===== src/sv/rar_pkg.sv =====
`timescale 1ns / 1ps
package rar_pkg;

  localparam int NUM_W = 33;
  localparam int DEN_W = 32;

  typedef enum logic [1:0] {
    CMD_ADD = 2'd0,
    CMD_SUB = 2'd1,
    CMD_MUL = 2'd2,
    CMD_DIV = 2'd3
  } cmd_e;

  typedef enum logic [1:0] {
    F_IDLE,
    F_MUL,
    F_ADD
  } front_state_e;

  typedef enum logic [1:0] {
    B_IDLE,
    B_GCD,
    B_DIV,
    B_DONE
  } back_state_e;

endpackage


===== src/sv/rar_if.sv =====
`timescale 1ns / 1ps
interface rar_in_if #(
  parameter int OPERAND_WIDTH = 16
);
  logic                             valid;
  logic                             ready;
  rar_pkg::cmd_e                    cmd;
  logic signed [OPERAND_WIDTH-1:0]  a_num;
  logic signed [OPERAND_WIDTH-1:0]  a_den;
  logic signed [OPERAND_WIDTH-1:0]  b_num;
  logic signed [OPERAND_WIDTH-1:0]  b_den;

  modport source (output valid, cmd, a_num, a_den, b_num, b_den, input ready);
  modport sink (input valid, cmd, a_num, a_den, b_num, b_den, output ready);
endinterface

interface rar_out_if;
  logic                             valid;
  logic                             ready;
  logic signed [rar_pkg::NUM_W-1:0] res_num;
  logic signed [rar_pkg::DEN_W-1:0] res_den;
  logic                             zero_den;

  modport source (output valid, res_num, res_den, zero_den, input ready);
  modport sink (input valid, res_num, res_den, zero_den, output ready);
endinterface


===== src/sv/rar_front.sv =====
`timescale 1ns / 1ps
module rar_front #(
  parameter int W  = 16,
  parameter int PW = 33
) (
  input  logic                  clk_i,
  input  logic                  rst_ni,
  input  logic                  in_valid_i,
  output logic                  in_ready_o,
  input  rar_pkg::cmd_e         cmd_i,
  input  logic signed [W-1:0]   a_num_i,
  input  logic signed [W-1:0]   a_den_i,
  input  logic signed [W-1:0]   b_num_i,
  input  logic signed [W-1:0]   b_den_i,
  output logic                  push_o,
  input  logic                  push_ready_i,
  output logic [2*PW:0]         push_data_o
);
  import rar_pkg::*;

  front_state_e state_q, state_d;
  cmd_e               cmd_q;
  logic signed [W-1:0]   an_q, ad_q, bn_q, bd_q;
  logic signed [W-1:0]   op_n0, op_d;
  logic signed [2*W-1:0] pn0_q, pn1_q, pd_q;
  logic signed [PW-1:0]  n0_ext, n1_ext, num, den;

  // the multiplier operand choice covers all four operations
  assign op_n0 = (cmd_q == CMD_MUL) ? bn_q : bd_q;
  assign op_d  = (cmd_q == CMD_DIV) ? bn_q : bd_q;

  assign n0_ext = PW'(pn0_q);
  assign n1_ext = PW'(pn1_q);
  assign den    = PW'(pd_q);

  always_comb begin
    case (cmd_q)
      CMD_ADD: num = n0_ext + n1_ext;
      CMD_SUB: num = n0_ext - n1_ext;
      default: num = n0_ext;
    endcase
  end

  assign push_data_o = {(den == '0), num, den};

  always_comb begin
    state_d = state_q;
    unique case (state_q)
      F_IDLE:  if (in_valid_i) state_d = F_MUL;
      F_MUL:   state_d = F_ADD;
      F_ADD:   if (push_ready_i) state_d = F_IDLE;
      default: state_d = F_IDLE;
    endcase
  end

  always_comb begin
    in_ready_o = 1'b0;
    push_o     = 1'b0;
    unique case (state_q)
      F_IDLE:  in_ready_o = 1'b1;
      F_ADD:   push_o = 1'b1;
      default: ;
    endcase
  end

  always_ff @(posedge clk_i or negedge rst_ni) begin
    if (!rst_ni) begin
      state_q <= F_IDLE;
    end else begin
      state_q <= state_d;
    end
  end

  always_ff @(posedge clk_i) begin
    if (state_q == F_IDLE && in_valid_i) begin
      cmd_q <= cmd_i;
      an_q  <= a_num_i;
      ad_q  <= a_den_i;
      bn_q  <= b_num_i;
      bd_q  <= b_den_i;
    end
    if (state_q == F_MUL) begin
      pn0_q <= an_q * op_n0;
      pn1_q <= bn_q * ad_q;
      pd_q  <= ad_q * op_d;
    end
  end

endmodule


===== src/sv/rar_queue.sv =====
`timescale 1ns / 1ps
module rar_queue #(
  parameter int DW = 67
) (
  input  logic          clk_i,
  input  logic          rst_ni,
  input  logic          push_i,
  output logic          push_ready_o,
  input  logic [DW-1:0] push_data_i,
  output logic          pop_valid_o,
  input  logic          pop_i,
  output logic [DW-1:0] pop_data_o
);
  logic [DW-1:0] mem_q [2];
  logic          wr_q, rd_q;
  logic [1:0]    cnt_q;
  logic          do_push, do_pop;

  assign push_ready_o = (cnt_q != 2'd2);
  assign pop_valid_o  = (cnt_q != 2'd0);
  assign pop_data_o   = mem_q[rd_q];
  assign do_push      = push_i && push_ready_o;
  assign do_pop       = pop_i && pop_valid_o;

  always_ff @(posedge clk_i or negedge rst_ni) begin
    if (!rst_ni) begin
      wr_q  <= 1'b0;
      rd_q  <= 1'b0;
      cnt_q <= 2'd0;
    end else begin
      if (do_push) wr_q <= ~wr_q;
      if (do_pop) rd_q <= ~rd_q;
      cnt_q <= cnt_q + {1'b0, do_push} - {1'b0, do_pop};
    end
  end

  always_ff @(posedge clk_i) begin
    if (do_push) mem_q[wr_q] <= push_data_i;
  end

endmodule


===== src/sv/rar_back.sv =====
`timescale 1ns / 1ps
module rar_back #(
  parameter int PW = 33
) (
  input  logic                             clk_i,
  input  logic                             rst_ni,
  input  logic                             pop_valid_i,
  output logic                             pop_o,
  input  logic [2*PW:0]                    pop_data_i,
  output logic                             out_valid_o,
  input  logic                             out_ready_i,
  output logic signed [rar_pkg::NUM_W-1:0] res_num_o,
  output logic signed [rar_pkg::DEN_W-1:0] res_den_o,
  output logic                             zero_den_o
);
  import rar_pkg::*;

  localparam int KW = $clog2(PW + 1);

  back_state_e state_q, state_d;
  logic             zero_in;
  logic [PW-1:0]    num_in, den_in, num_mag, den_mag;
  logic [PW-1:0]    x_q, y_q, g_q, nq_q, dq_q;
  logic [PW:0]      nr_q, dr_q, nr_sh, dr_sh, nr_sub, dr_sub;
  logic [KW-1:0]    k_q, cnt_q;
  logic             num_neg_q, den_neg_q, zero_q, out_valid_q;
  logic             gcd_done, div_done, load_out;
  logic [PW-1:0]    num_s, den_s;
  logic signed [63:0] num_ext, den_ext;

  assign zero_in = pop_data_i[2*PW];
  assign num_in  = pop_data_i[2*PW-1:PW];
  assign den_in  = pop_data_i[PW-1:0];
  assign num_mag = num_in[PW-1] ? -num_in : num_in;
  assign den_mag = den_in[PW-1] ? -den_in : den_in;

  assign gcd_done = (x_q == '0) || (y_q == '0);
  assign div_done = (cnt_q == KW'(PW - 1));

  // one restoring step for each quotient
  assign nr_sh  = {nr_q[PW-1:0], nq_q[PW-1]};
  assign dr_sh  = {dr_q[PW-1:0], dq_q[PW-1]};
  assign nr_sub = nr_sh - {1'b0, g_q};
  assign dr_sub = dr_sh - {1'b0, g_q};

  assign num_s   = zero_q ? nq_q : (num_neg_q ? -nq_q : nq_q);
  assign den_s   = den_neg_q ? -dq_q : dq_q;
  assign num_ext = 64'($signed(num_s));
  assign den_ext = 64'($signed(den_s));

  always_comb begin
    state_d = state_q;
    unique case (state_q)
      B_IDLE: if (pop_valid_i) state_d = zero_in ? B_DONE : B_GCD;
      B_GCD:  if (gcd_done) state_d = B_DIV;
      B_DIV:  if (div_done) state_d = B_DONE;
      B_DONE: if (!out_valid_q || out_ready_i) state_d = B_IDLE;
      default: state_d = B_IDLE;
    endcase
  end

  always_comb begin
    pop_o    = 1'b0;
    load_out = 1'b0;
    unique case (state_q)
      B_IDLE:  pop_o = pop_valid_i;
      B_DONE:  load_out = !out_valid_q || out_ready_i;
      default: ;
    endcase
  end

  always_ff @(posedge clk_i or negedge rst_ni) begin
    if (!rst_ni) begin
      state_q     <= B_IDLE;
      out_valid_q <= 1'b0;
    end else begin
      state_q <= state_d;
      if (load_out) out_valid_q <= 1'b1;
      else if (out_ready_i) out_valid_q <= 1'b0;
    end
  end

  always_ff @(posedge clk_i) begin
    unique case (state_q)
      B_IDLE: begin
        zero_q    <= zero_in;
        num_neg_q <= num_in[PW-1];
        den_neg_q <= den_in[PW-1];
        x_q       <= num_mag;
        y_q       <= den_mag;
        k_q       <= '0;
        nq_q      <= zero_in ? num_in : num_mag;
        dq_q      <= den_mag;
        nr_q      <= '0;
        dr_q      <= '0;
        cnt_q     <= '0;
      end
      B_GCD: begin
        if (x_q == '0) begin
          g_q <= y_q << k_q;
        end else if (y_q == '0) begin
          g_q <= x_q << k_q;
        end else if (!x_q[0] && !y_q[0]) begin
          x_q <= x_q >> 1;
          y_q <= y_q >> 1;
          k_q <= k_q + 1'b1;
        end else if (!x_q[0]) begin
          x_q <= x_q >> 1;
        end else if (!y_q[0]) begin
          y_q <= y_q >> 1;
        end else if (x_q >= y_q) begin
          x_q <= x_q - y_q;
        end else begin
          y_q <= y_q - x_q;
        end
      end
      B_DIV: begin
        nr_q  <= nr_sub[PW] ? nr_sh : nr_sub;
        dr_q  <= dr_sub[PW] ? dr_sh : dr_sub;
        nq_q  <= {nq_q[PW-2:0], ~nr_sub[PW]};
        dq_q  <= {dq_q[PW-2:0], ~dr_sub[PW]};
        cnt_q <= cnt_q + 1'b1;
      end
      default: ;
    endcase
    if (load_out) begin
      res_num_o  <= num_ext[NUM_W-1:0];
      res_den_o  <= zero_q ? '0 : den_ext[DEN_W-1:0];
      zero_den_o <= zero_q;
    end
  end

  assign out_valid_o = out_valid_q;

endmodule


===== src/sv/rational_arith_reduce.sv =====
`timescale 1ns / 1ps
// Fraction add, subtract, multiply or divide with reduction to lowest terms. Each
// transaction is taken in, multiplied out (F_MUL), combined (F_ADD) and queued; the
// back end then runs a binary gcd (one shift or subtract per cycle) and two
// restoring dividers of P bits in parallel, where P = 2*OPERAND_WIDTH+1 capped at
// 64. Signs stay as computed, so the denominator may be negative; a zero
// denominator sets zero_den and returns the numerator unreduced. The front end
// accepts the next transaction while the back end and output are still busy, as
// long as the queue has room.
module rational_arith_reduce #(
  parameter int OPERAND_WIDTH = 16
) (
  input  logic      clk_i,
  input  logic      rst_ni,
  rar_in_if.sink    in_i,
  rar_out_if.source out_o
);
  import rar_pkg::*;

  localparam int PW = (2 * OPERAND_WIDTH + 1 > 64) ? 64 : 2 * OPERAND_WIDTH + 1;

  logic          push, push_ready, pop, pop_valid;
  logic [2*PW:0] push_data, pop_data;

  rar_front #(.W(OPERAND_WIDTH), .PW(PW)) u_front (
    .clk_i        (clk_i),
    .rst_ni       (rst_ni),
    .in_valid_i   (in_i.valid),
    .in_ready_o   (in_i.ready),
    .cmd_i        (in_i.cmd),
    .a_num_i      (in_i.a_num),
    .a_den_i      (in_i.a_den),
    .b_num_i      (in_i.b_num),
    .b_den_i      (in_i.b_den),
    .push_o       (push),
    .push_ready_i (push_ready),
    .push_data_o  (push_data)
  );

  rar_queue #(.DW(2 * PW + 1)) u_queue (
    .clk_i        (clk_i),
    .rst_ni       (rst_ni),
    .push_i       (push),
    .push_ready_o (push_ready),
    .push_data_i  (push_data),
    .pop_valid_o  (pop_valid),
    .pop_i        (pop),
    .pop_data_o   (pop_data)
  );

  rar_back #(.PW(PW)) u_back (
    .clk_i       (clk_i),
    .rst_ni      (rst_ni),
    .pop_valid_i (pop_valid),
    .pop_o       (pop),
    .pop_data_i  (pop_data),
    .out_valid_o (out_o.valid),
    .out_ready_i (out_o.ready),
    .res_num_o   (out_o.res_num),
    .res_den_o   (out_o.res_den),
    .zero_den_o  (out_o.zero_den)
  );

endmodule


===== src/flat_wrapper.sv =====
// flat-port wrapper written by rule: the top's interface ports become plain ports
module rational_arith_reduce_flat import rar_pkg::*;
#(
  parameter int OPERAND_WIDTH = 16
)
  (clk_i, rst_ni, in_i_valid, in_i_cmd, in_i_a_num, in_i_a_den, in_i_b_num, in_i_b_den, in_i_ready, out_o_valid, out_o_res_num, out_o_res_den, out_o_zero_den, out_o_ready);
  rar_in_if #(.OPERAND_WIDTH(OPERAND_WIDTH)) in_i_i ();
  rar_out_if out_o_i ();
  input  logic clk_i;
  input  logic rst_ni;
  input wire logic [$bits(in_i_i.valid)-1:0] in_i_valid;
  input wire logic [$bits(in_i_i.cmd)-1:0] in_i_cmd;
  input wire logic [$bits(in_i_i.a_num)-1:0] in_i_a_num;
  input wire logic [$bits(in_i_i.a_den)-1:0] in_i_a_den;
  input wire logic [$bits(in_i_i.b_num)-1:0] in_i_b_num;
  input wire logic [$bits(in_i_i.b_den)-1:0] in_i_b_den;
  output wire logic [$bits(in_i_i.ready)-1:0] in_i_ready;
  output wire logic [$bits(out_o_i.valid)-1:0] out_o_valid;
  output wire logic [$bits(out_o_i.res_num)-1:0] out_o_res_num;
  output wire logic [$bits(out_o_i.res_den)-1:0] out_o_res_den;
  output wire logic [$bits(out_o_i.zero_den)-1:0] out_o_zero_den;
  input wire logic [$bits(out_o_i.ready)-1:0] out_o_ready;
  assign in_i_i.valid = in_i_valid;
  assign in_i_i.cmd = in_i_cmd;
  assign in_i_i.a_num = in_i_a_num;
  assign in_i_i.a_den = in_i_a_den;
  assign in_i_i.b_num = in_i_b_num;
  assign in_i_i.b_den = in_i_b_den;
  assign in_i_ready = in_i_i.ready;
  assign out_o_valid = out_o_i.valid;
  assign out_o_res_num = out_o_i.res_num;
  assign out_o_res_den = out_o_i.res_den;
  assign out_o_zero_den = out_o_i.zero_den;
  assign out_o_i.ready = out_o_ready;
  rational_arith_reduce #(.OPERAND_WIDTH(OPERAND_WIDTH)) u_core (.clk_i(clk_i), .rst_ni(rst_ni), .in_i(in_i_i), .out_o(out_o_i));
endmodule

===== config.mk =====
export PLATFORM = sky130hd
export DESIGN_NAME = rational_arith_reduce_flat
export DESIGN_NICKNAME = d
export VERILOG_FILES = /design/src/sv/rar_pkg.sv /design/src/sv/rar_if.sv /design/src/sv/rar_front.sv /design/src/sv/rar_queue.sv /design/src/sv/rar_back.sv /design/src/sv/rational_arith_reduce.sv /design/src/flat_wrapper.sv
export SDC_FILE = /design/constraint.sdc
export NUM_CORES = 2
export LEC_CHECK = 0
export BUFFER_PORTS_ARGS = -buffer_cell sky130_fd_sc_hd__buf_2
export CAP_MARGIN = 30
export CELL_PAD_IN_SITES_DETAIL_PLACEMENT = 1
export CELL_PAD_IN_SITES_GLOBAL_PLACEMENT = 1
export CORE_MARGIN = 8
export CORE_UTILIZATION = 50
export DETAILED_ROUTE_END_ITERATION = 12
export PLACE_DENSITY_LB_ADDON = 0.1
export SYNTH_ARGS = -nofsm -noshare
export SYNTH_HDL_FRONTEND = slang
export SYNTH_HIERARCHICAL = 1
export SYNTH_SLANG_ARGS = --single-unit

===== constraint.sdc =====
create_clock -name clk_i -period 14.4 [get_ports clk_i]
set_clock_uncertainty 0.1 [all_clocks]
set_input_delay 0 -clock clk_i [delete_from_list [all_inputs] [get_ports clk_i]]
set_output_delay 0 -clock clk_i [all_outputs]
set_load 0.02 [all_outputs]

==> Word level (Yosys, flattened, before mapping) <==
Memories as Yosys holds them, arrays and structs flattened.
Index checks and enable logic that the tools add are counted.
{ "totals": {"regBits": 483, "ramBits": 134, "output_inout_bits": 68, "elab_cells": 160, "n_memories": 1} }
{ "memory_table": {"columns": ["name", "depth", "word_bits", "read_ports", "rd_ports_with_merged_regs", "write_ports", "line_no", "text"], "rows": [
  ["u_core.u_queue.mem_q", 2, 67, 1, 0, 1, "rar_queue.sv:14", "logic [DW-1:0] mem_q [2];"]
]} }
{ "classes": {"n_addsub": 14, "multipliers": 3, "magnitude_cmp": 1, "eq_ne": 23, "shift": 2, "mux": 53, "n_bitwise": 4, "n_reduce_logical": 28} }
{ "op_table": {"columns": ["op", "count"], "rows": [
  ["33-bit 2-to-1 mux", 21],
  ["33-bit case mux with 2 select lines", 7],
  ["33-bit logical NOT", 3],
  ["33-bit negation", 3],
  ["16-bit by 16-bit multiplier with 32-bit output", 3],
  ["34-bit by 33-bit subtractor with 34-bit output", 2],
  ["33-bit by 6-bit left shift with 33-bit output", 2],
  ["33-bit subtractor", 2],
  ["32-bit by 32-bit adder with 33-bit output", 1],
  ["33-bit >= comparator", 1],
  ["32-bit by 32-bit subtractor with 33-bit output", 1],
  ["16-bit 2-to-1 mux", 2],
  ["32-bit 2-to-1 mux", 1],
  ["32-bit negation", 1],
  ["6-bit case mux with 2 select lines", 2],
  ["2-bit != test (second input constant)", 10],
  ["6-bit 2-to-1 mux", 3],
  ["2-bit 2-to-1 mux", 7],
  ["6-bit by 1-bit adder with 6-bit output (second input constant)", 2],
  ["4-bit != test (second input constant)", 3],
  ["4-bit AND reduction", 3],
  ["2-bit == test (second input constant)", 5],
  ["5-bit AND reduction", 2],
  ["2-bit nonzero test", 5],
  ["other kinds (15)", 36]
]} }

==> Logic depth before layout (Yosys ltp) <==
{ "logic_depth": {"depth_word": 8, "depth_mapped": 26} }

==> By module <==
Netlist, hierarchy kept.
{ "by_module_without_submodules": {"columns": ["module", "instances", "cells_each", "area_per_inst_um2", "seq_area_each_um2"], "rows": [
  ["rar_front", 1, 3979, 37942.6, 4914.7],
  ["rar_back", 1, 2806, 25353.1, 9444.1],
  ["rar_queue", 1, 231, 5071.1, 4124.0]
]} }

==> Worst setup path after synthesis <==
Ideal clock, no wire load.
{ "synth_timing": {"kind": "reg-to-reg", "start": "reg u_core.u_front.cmd_q[1]", "end": "reg u_core.u_front.pn0_q[28], data pin", "arrival_ns": 7.002, "slack_ns": 7.038, "path_stages_with_launch": 25, "path_buffers": 3, "path_cell_list": "edfxtp_1 > nand2b_1 > clkbuf_1 > buf_1 > mux2_2 > clkbuf_1 > nand2_1 > inv_1 > fa_1 > fa_1 > fa_1 > fa_1 > fa_1 > inv_1 > fa_1 > inv_1 > ha_1 > a21o_1 > a21o_1 > a21oi_1 > o21a_1 > o21ai_0 > a2111oi_0 > nor2_1 > xor2_1"} }
{ "synth_between": {"elab_chain_cells": 3} }
{ "synth_lines": {"columns": ["item", "line_no", "text"], "rows": [
  ["start, declared", "rar_front.sv:22", "cmd_e cmd_q;"],
  ["start signal, assigned", "rar_front.sv:76", "cmd_q <= cmd_i;"],
  ["2-bit == test", "rar_front.sv:29", "assign op_n0 = (cmd_q == CMD_MUL) ? bn_q : bd_q;"],
  ["16-bit 2-to-1 mux", "rar_front.sv:29", null],
  ["16-bit by 16-bit multiplier with 32-bit output", "rar_front.sv:83", "pn0_q <= an_q * op_n0;"],
  ["end signal, assigned", "rar_front.sv:83", null],
  ["end, declared", "rar_front.sv:25", "logic signed [2*W-1:0] pn0_q, pn1_q, pd_q;"]
]} }
Every way passes these cells.
A chain may end at the register's enable or synchronous reset.

==> Worst setup path in the final report <==
{ "layout_timing": {"start": "reg u_core.u_front.cmd_q[1]", "end": "reg u_core.u_front.pd_q[31], data pin"} }
{ "layout_between": {"elab_chain_cells": 3} }
{ "layout_lines": {"columns": ["item", "line_no", "text"], "rows": [
  ["2-bit == test", "rar_front.sv:30", "assign op_d = (cmd_q == CMD_DIV) ? bn_q : bd_q;"],
  ["16-bit 2-to-1 mux", "rar_front.sv:30", null],
  ["16-bit by 16-bit multiplier with 32-bit output", "rar_front.sv:85", "pd_q <= ad_q * op_d;"],
  ["end signal, assigned", "rar_front.sv:85", null],
  ["end, declared", "rar_front.sv:25", null]
]} }
Every way passes these cells.

==> results.yml <==
yosys:
  synth_edf_count: 608
  ys_async_sr_fraction: 0.0146
  ys_warn_count: 6
  yosysSeqAreaShare: 0.270
  synth_xor_xnor_area_share: 0.0525
  ys_ff_latch: 617
  syn_inst: 7016
  syn_area_um2: 68400
  synth_top_family_by_area: "adder cells"
  syn_nets: 8301
  synth_area_leaders: "edfxtp_1, fa_1, ha_1, inv_1, nand2_1"
  synthFlopType: "edfxtp_1"
  syn_avg_cell_area_um2: 9.74
  synth_top_area_share: 0.267
  synthSimpleGateAreaFrac: 0.140
  synthMuxAreaShare: 0.0389
  synth_fa_ha_area_frac: 0.309
  yosys.cell_types.count: 101
  synth_top_area_cell: "edfxtp_1"
  synth_compound_area_frac: 0.112
cells_and_area:
  layout.nets: 8438
  area_growth_syn_to_layout_pct: 9.51
  drive_gt1_frac: 0.0749
drt:
  drcViolationCount: 0
  dr.pass1.iters: 5
  postRouteAntennaNets: 0
  vias: 51947
  vias_per_cell: 5.78
  drt_iter0_drc: 3030
  drt-total-wl_um: 207000
  routedWlPerCell_um: 23.0
clocking:
  root_buffer: "clkbuf_16"
  post-cts-setup-buffers: 0
  clock_path_buffers: 3
  cts_tree: "built"
  cts-buffers-inserted: 77
  clkSinkCount: 617
  clock_latency_ns: 0.70
  htree_num_levels: 3
  cts_resized: 0
  clkTransAtPathRegs_ns: 0.08
critical_path:
  max_stage_delay_ns: 0.75
  critPathArrivalTime_ns: 9.14
  critPathSlowestCell: "fa_1"
  crit_chain: "buf_4 -> nand2_1 -> mux2_2 -> nand2_1 -> inv_1 -> fa_1 -> fa_1 -> fa_1 -> fa_1 -> fa_1 -> inv_1 -> fa_1 -> inv_1 -> ha_1 -> a21oi_1 -> o21bai_1 -> a21o_1 -> a211oi_1 -> o21ai_0 -> a21boi_0 -> a21oi_1 -> o311ai_0"
  worstSetupPathType: "flop to flop"
  crit_fanout: 68
  cp.required_ns: 14.78
  start_kind: "flop"
  critical_path_buf_inv_count: 4
  crit_top_cell: "fa_1"
  crit_family: "adder cells"
  end_kind: "flop"
global_route:
  grt_max_degree: 69
  grt_remaining_overflow: 0
  grt_pass1_wl_um: 327000
  antenna_found_initial: 4
  track_usage: 0.279
  first_global_vias: 57383
timing:
  setup_viol: 0
  final.period_utilization: 0.609
  whs_ns: 0.198
  max_freq_mhz: 114
  final_hold_viol_count: 0
  tns_ns: 0
  rsz0062_at_grt: "no"
  slew_violations: 0
  worstMarginPinSlew_ns: 0.979
  finalCriticalPeriod_ns: 8.77
  relSlewSlack: 0.347
floorplan:
  num_rows: 135
  die_y_um: 386
  fp.dieW_um: 386
  io_pins: 138
  start_util: 0.504
  core_um2: 136000
  die-area_um2: 149000
worst_hold_path:
  holdCritPathClass: "input port to asynchronous set/reset pin"
place:
  place_congestion: 0.884
  port_buffers: 137
  dp_hpwl_um: 159000
outcome:
  status: "finished clean"
job:
  maxCapViolations: 0
## final cells by class
type	count	area, µm²
fill	14979	60800
multi-input combinational	5021	44700
sequential	617	18500
inverter	1078	4050
timing repair buffer	358	2740
tap	1781	2230
clock buffer	91	1980
clock inverter	47	671
antenna	1	2.50
## worst register-to-register path: stages (launching register included)
cell	delay [ns]
edfxtp_1	0.33
buf_4	0.54
nand2_1	0.76
mux2_2	0.69
nand2_1	0.17
inv_1	0.10
fa_1	0.75
fa_1	0.51
fa_1	0.51
fa_1	0.53
fa_1	0.52
inv_1	0.06
fa_1	0.47
inv_1	0.04
ha_1	0.34
a21oi_1	0.31
o21bai_1	0.11
a21o_1	0.19
a211oi_1	0.37
o21ai_0	0.20
a21boi_0	0.41
a21oi_1	0.17
o311ai_0	0.39
## layer usage
metal  track usage  part of all wire  up-vias  wire (µm)
met4        0.0837             0.032        4       6620
li1              -                 -    23593          -
met3        0.0354             0.041      344       8410
met1         0.348              0.42    26897      86200
met2         0.503              0.51     1109     106000
met5             0           0.00011        -         23
## Yosys cell counts, types with 49 or more instances
master / instances
a211oi_1: 49
a21o_1: 129
a21oi_1: 363
and2_1: 242
clkbuf_1: 253
edfxtp_1: 608
fa_1: 791
ha_1: 424
inv_1: 1073
mux2_2: 120
mux2i_1: 102
nand2_1: 662
nand2b_1: 69
nand3_1: 81
nor2_1: 434
nor2b_1: 159
nor3_1: 78
o21a_1: 52
o21ai_0: 252
o31ai_1: 51
xnor2_1: 246
xor2_1: 162
## cell usage in the layout, fill, tap and decap left out, types with 162 or more instances in the layout
cell type  instances
a21oi_1          363
and2_1           240
edfxtp_1         608
fa_1             791
ha_1             422
inv_1           1072
nand2_1          661
nor2_1           431
o21ai_0          252
xnor2_1          246
xor2_1           162
## kinds of logic (layout without fill, tap and decap cells)
logic type	Yosys count	after routing
AOI/OAI and AO/OA	1194	1194
DFF	617	617
other	0	1
adders and majority gates	1215	1215
and+or+nand+nor	1968	1968
muxes	235	235
buffers and inverters	1378	1574
xor gates and xnor gates	409	409
## path summary, 6_finish.rpt
kind                                                    from                                   end  slack [ns]  cells after the start
setup / recovery           u_core/u_front/cmd_q[1]$_DFFE_PP_     u_core/u_front/pd_q[31]$_DFFE_PN_        5.63                     22
hold / removal                                        rst_ni     u_core/u_queue/cnt_q[1]$_DFF_PN0_        0.20                      3
setup reg to reg           u_core/u_front/cmd_q[1]$_DFFE_PP_     u_core/u_front/pd_q[31]$_DFFE_PN_        5.63                     22
hold reg to reg             u_core/u_front/pd_q[1]$_DFFE_PN_  u_core/u_queue/mem_q[0][1]$_DFFE_PP_        0.37                      0
max in group asynchronous                             rst_ni       u_core/u_queue/rd_q$_DFFE_PN0P_       13.68                      3
min in group clk_i                                in_i_valid     u_core/u_front/cmd_q[1]$_DFFE_PP_        0.35                      3
## what timing repair did
action                     4_1_cts  5_1_grt
hold endpoints to repair        87        0
setup endpoints to repair        0        0
hold buffers                   138        0
## per-stage QoR
stage               std cells  utilization  cell area, µm²  worst slack, ns
floorplan                7016            -           68400             7.04
global placement         8714        0.522           70800             6.10
detailed placement       8716        0.522           70800             5.66
CTS                      8992        0.552           74800             5.63
global route             8993        0.552           74900             5.18
finish                   8994        0.552           74900             5.63
## sequential cells by signal (all words and copies together) (netlist names), 16 cells and up
register                 count
u_core/u_back/dr_q          33
u_core/u_back/nr_q          33
u_core/u_front/bd_q         16
u_core/u_front/an_q         16
u_core/u_back/x_q           33
u_core/u_front/pn1_q        32
u_core/u_front/ad_q         16
u_core/u_back/g_q           33
u_core/u_back/nq_q          33
u_core/u_front/pn0_q        32
u_core/u_front/bn_q         16
u_core/u_back/y_q           33
u_core/u_front/pd_q         32
u_core/u_back/res_num_o     33
u_core/u_back/dq_q          33
u_core/u_back/res_den_o     32
u_core/u_queue/mem_q       134
Power is left out: the tool's default activity adds up to more than one toggle a clock period on the data nets, which glitch-free logic cannot reach.
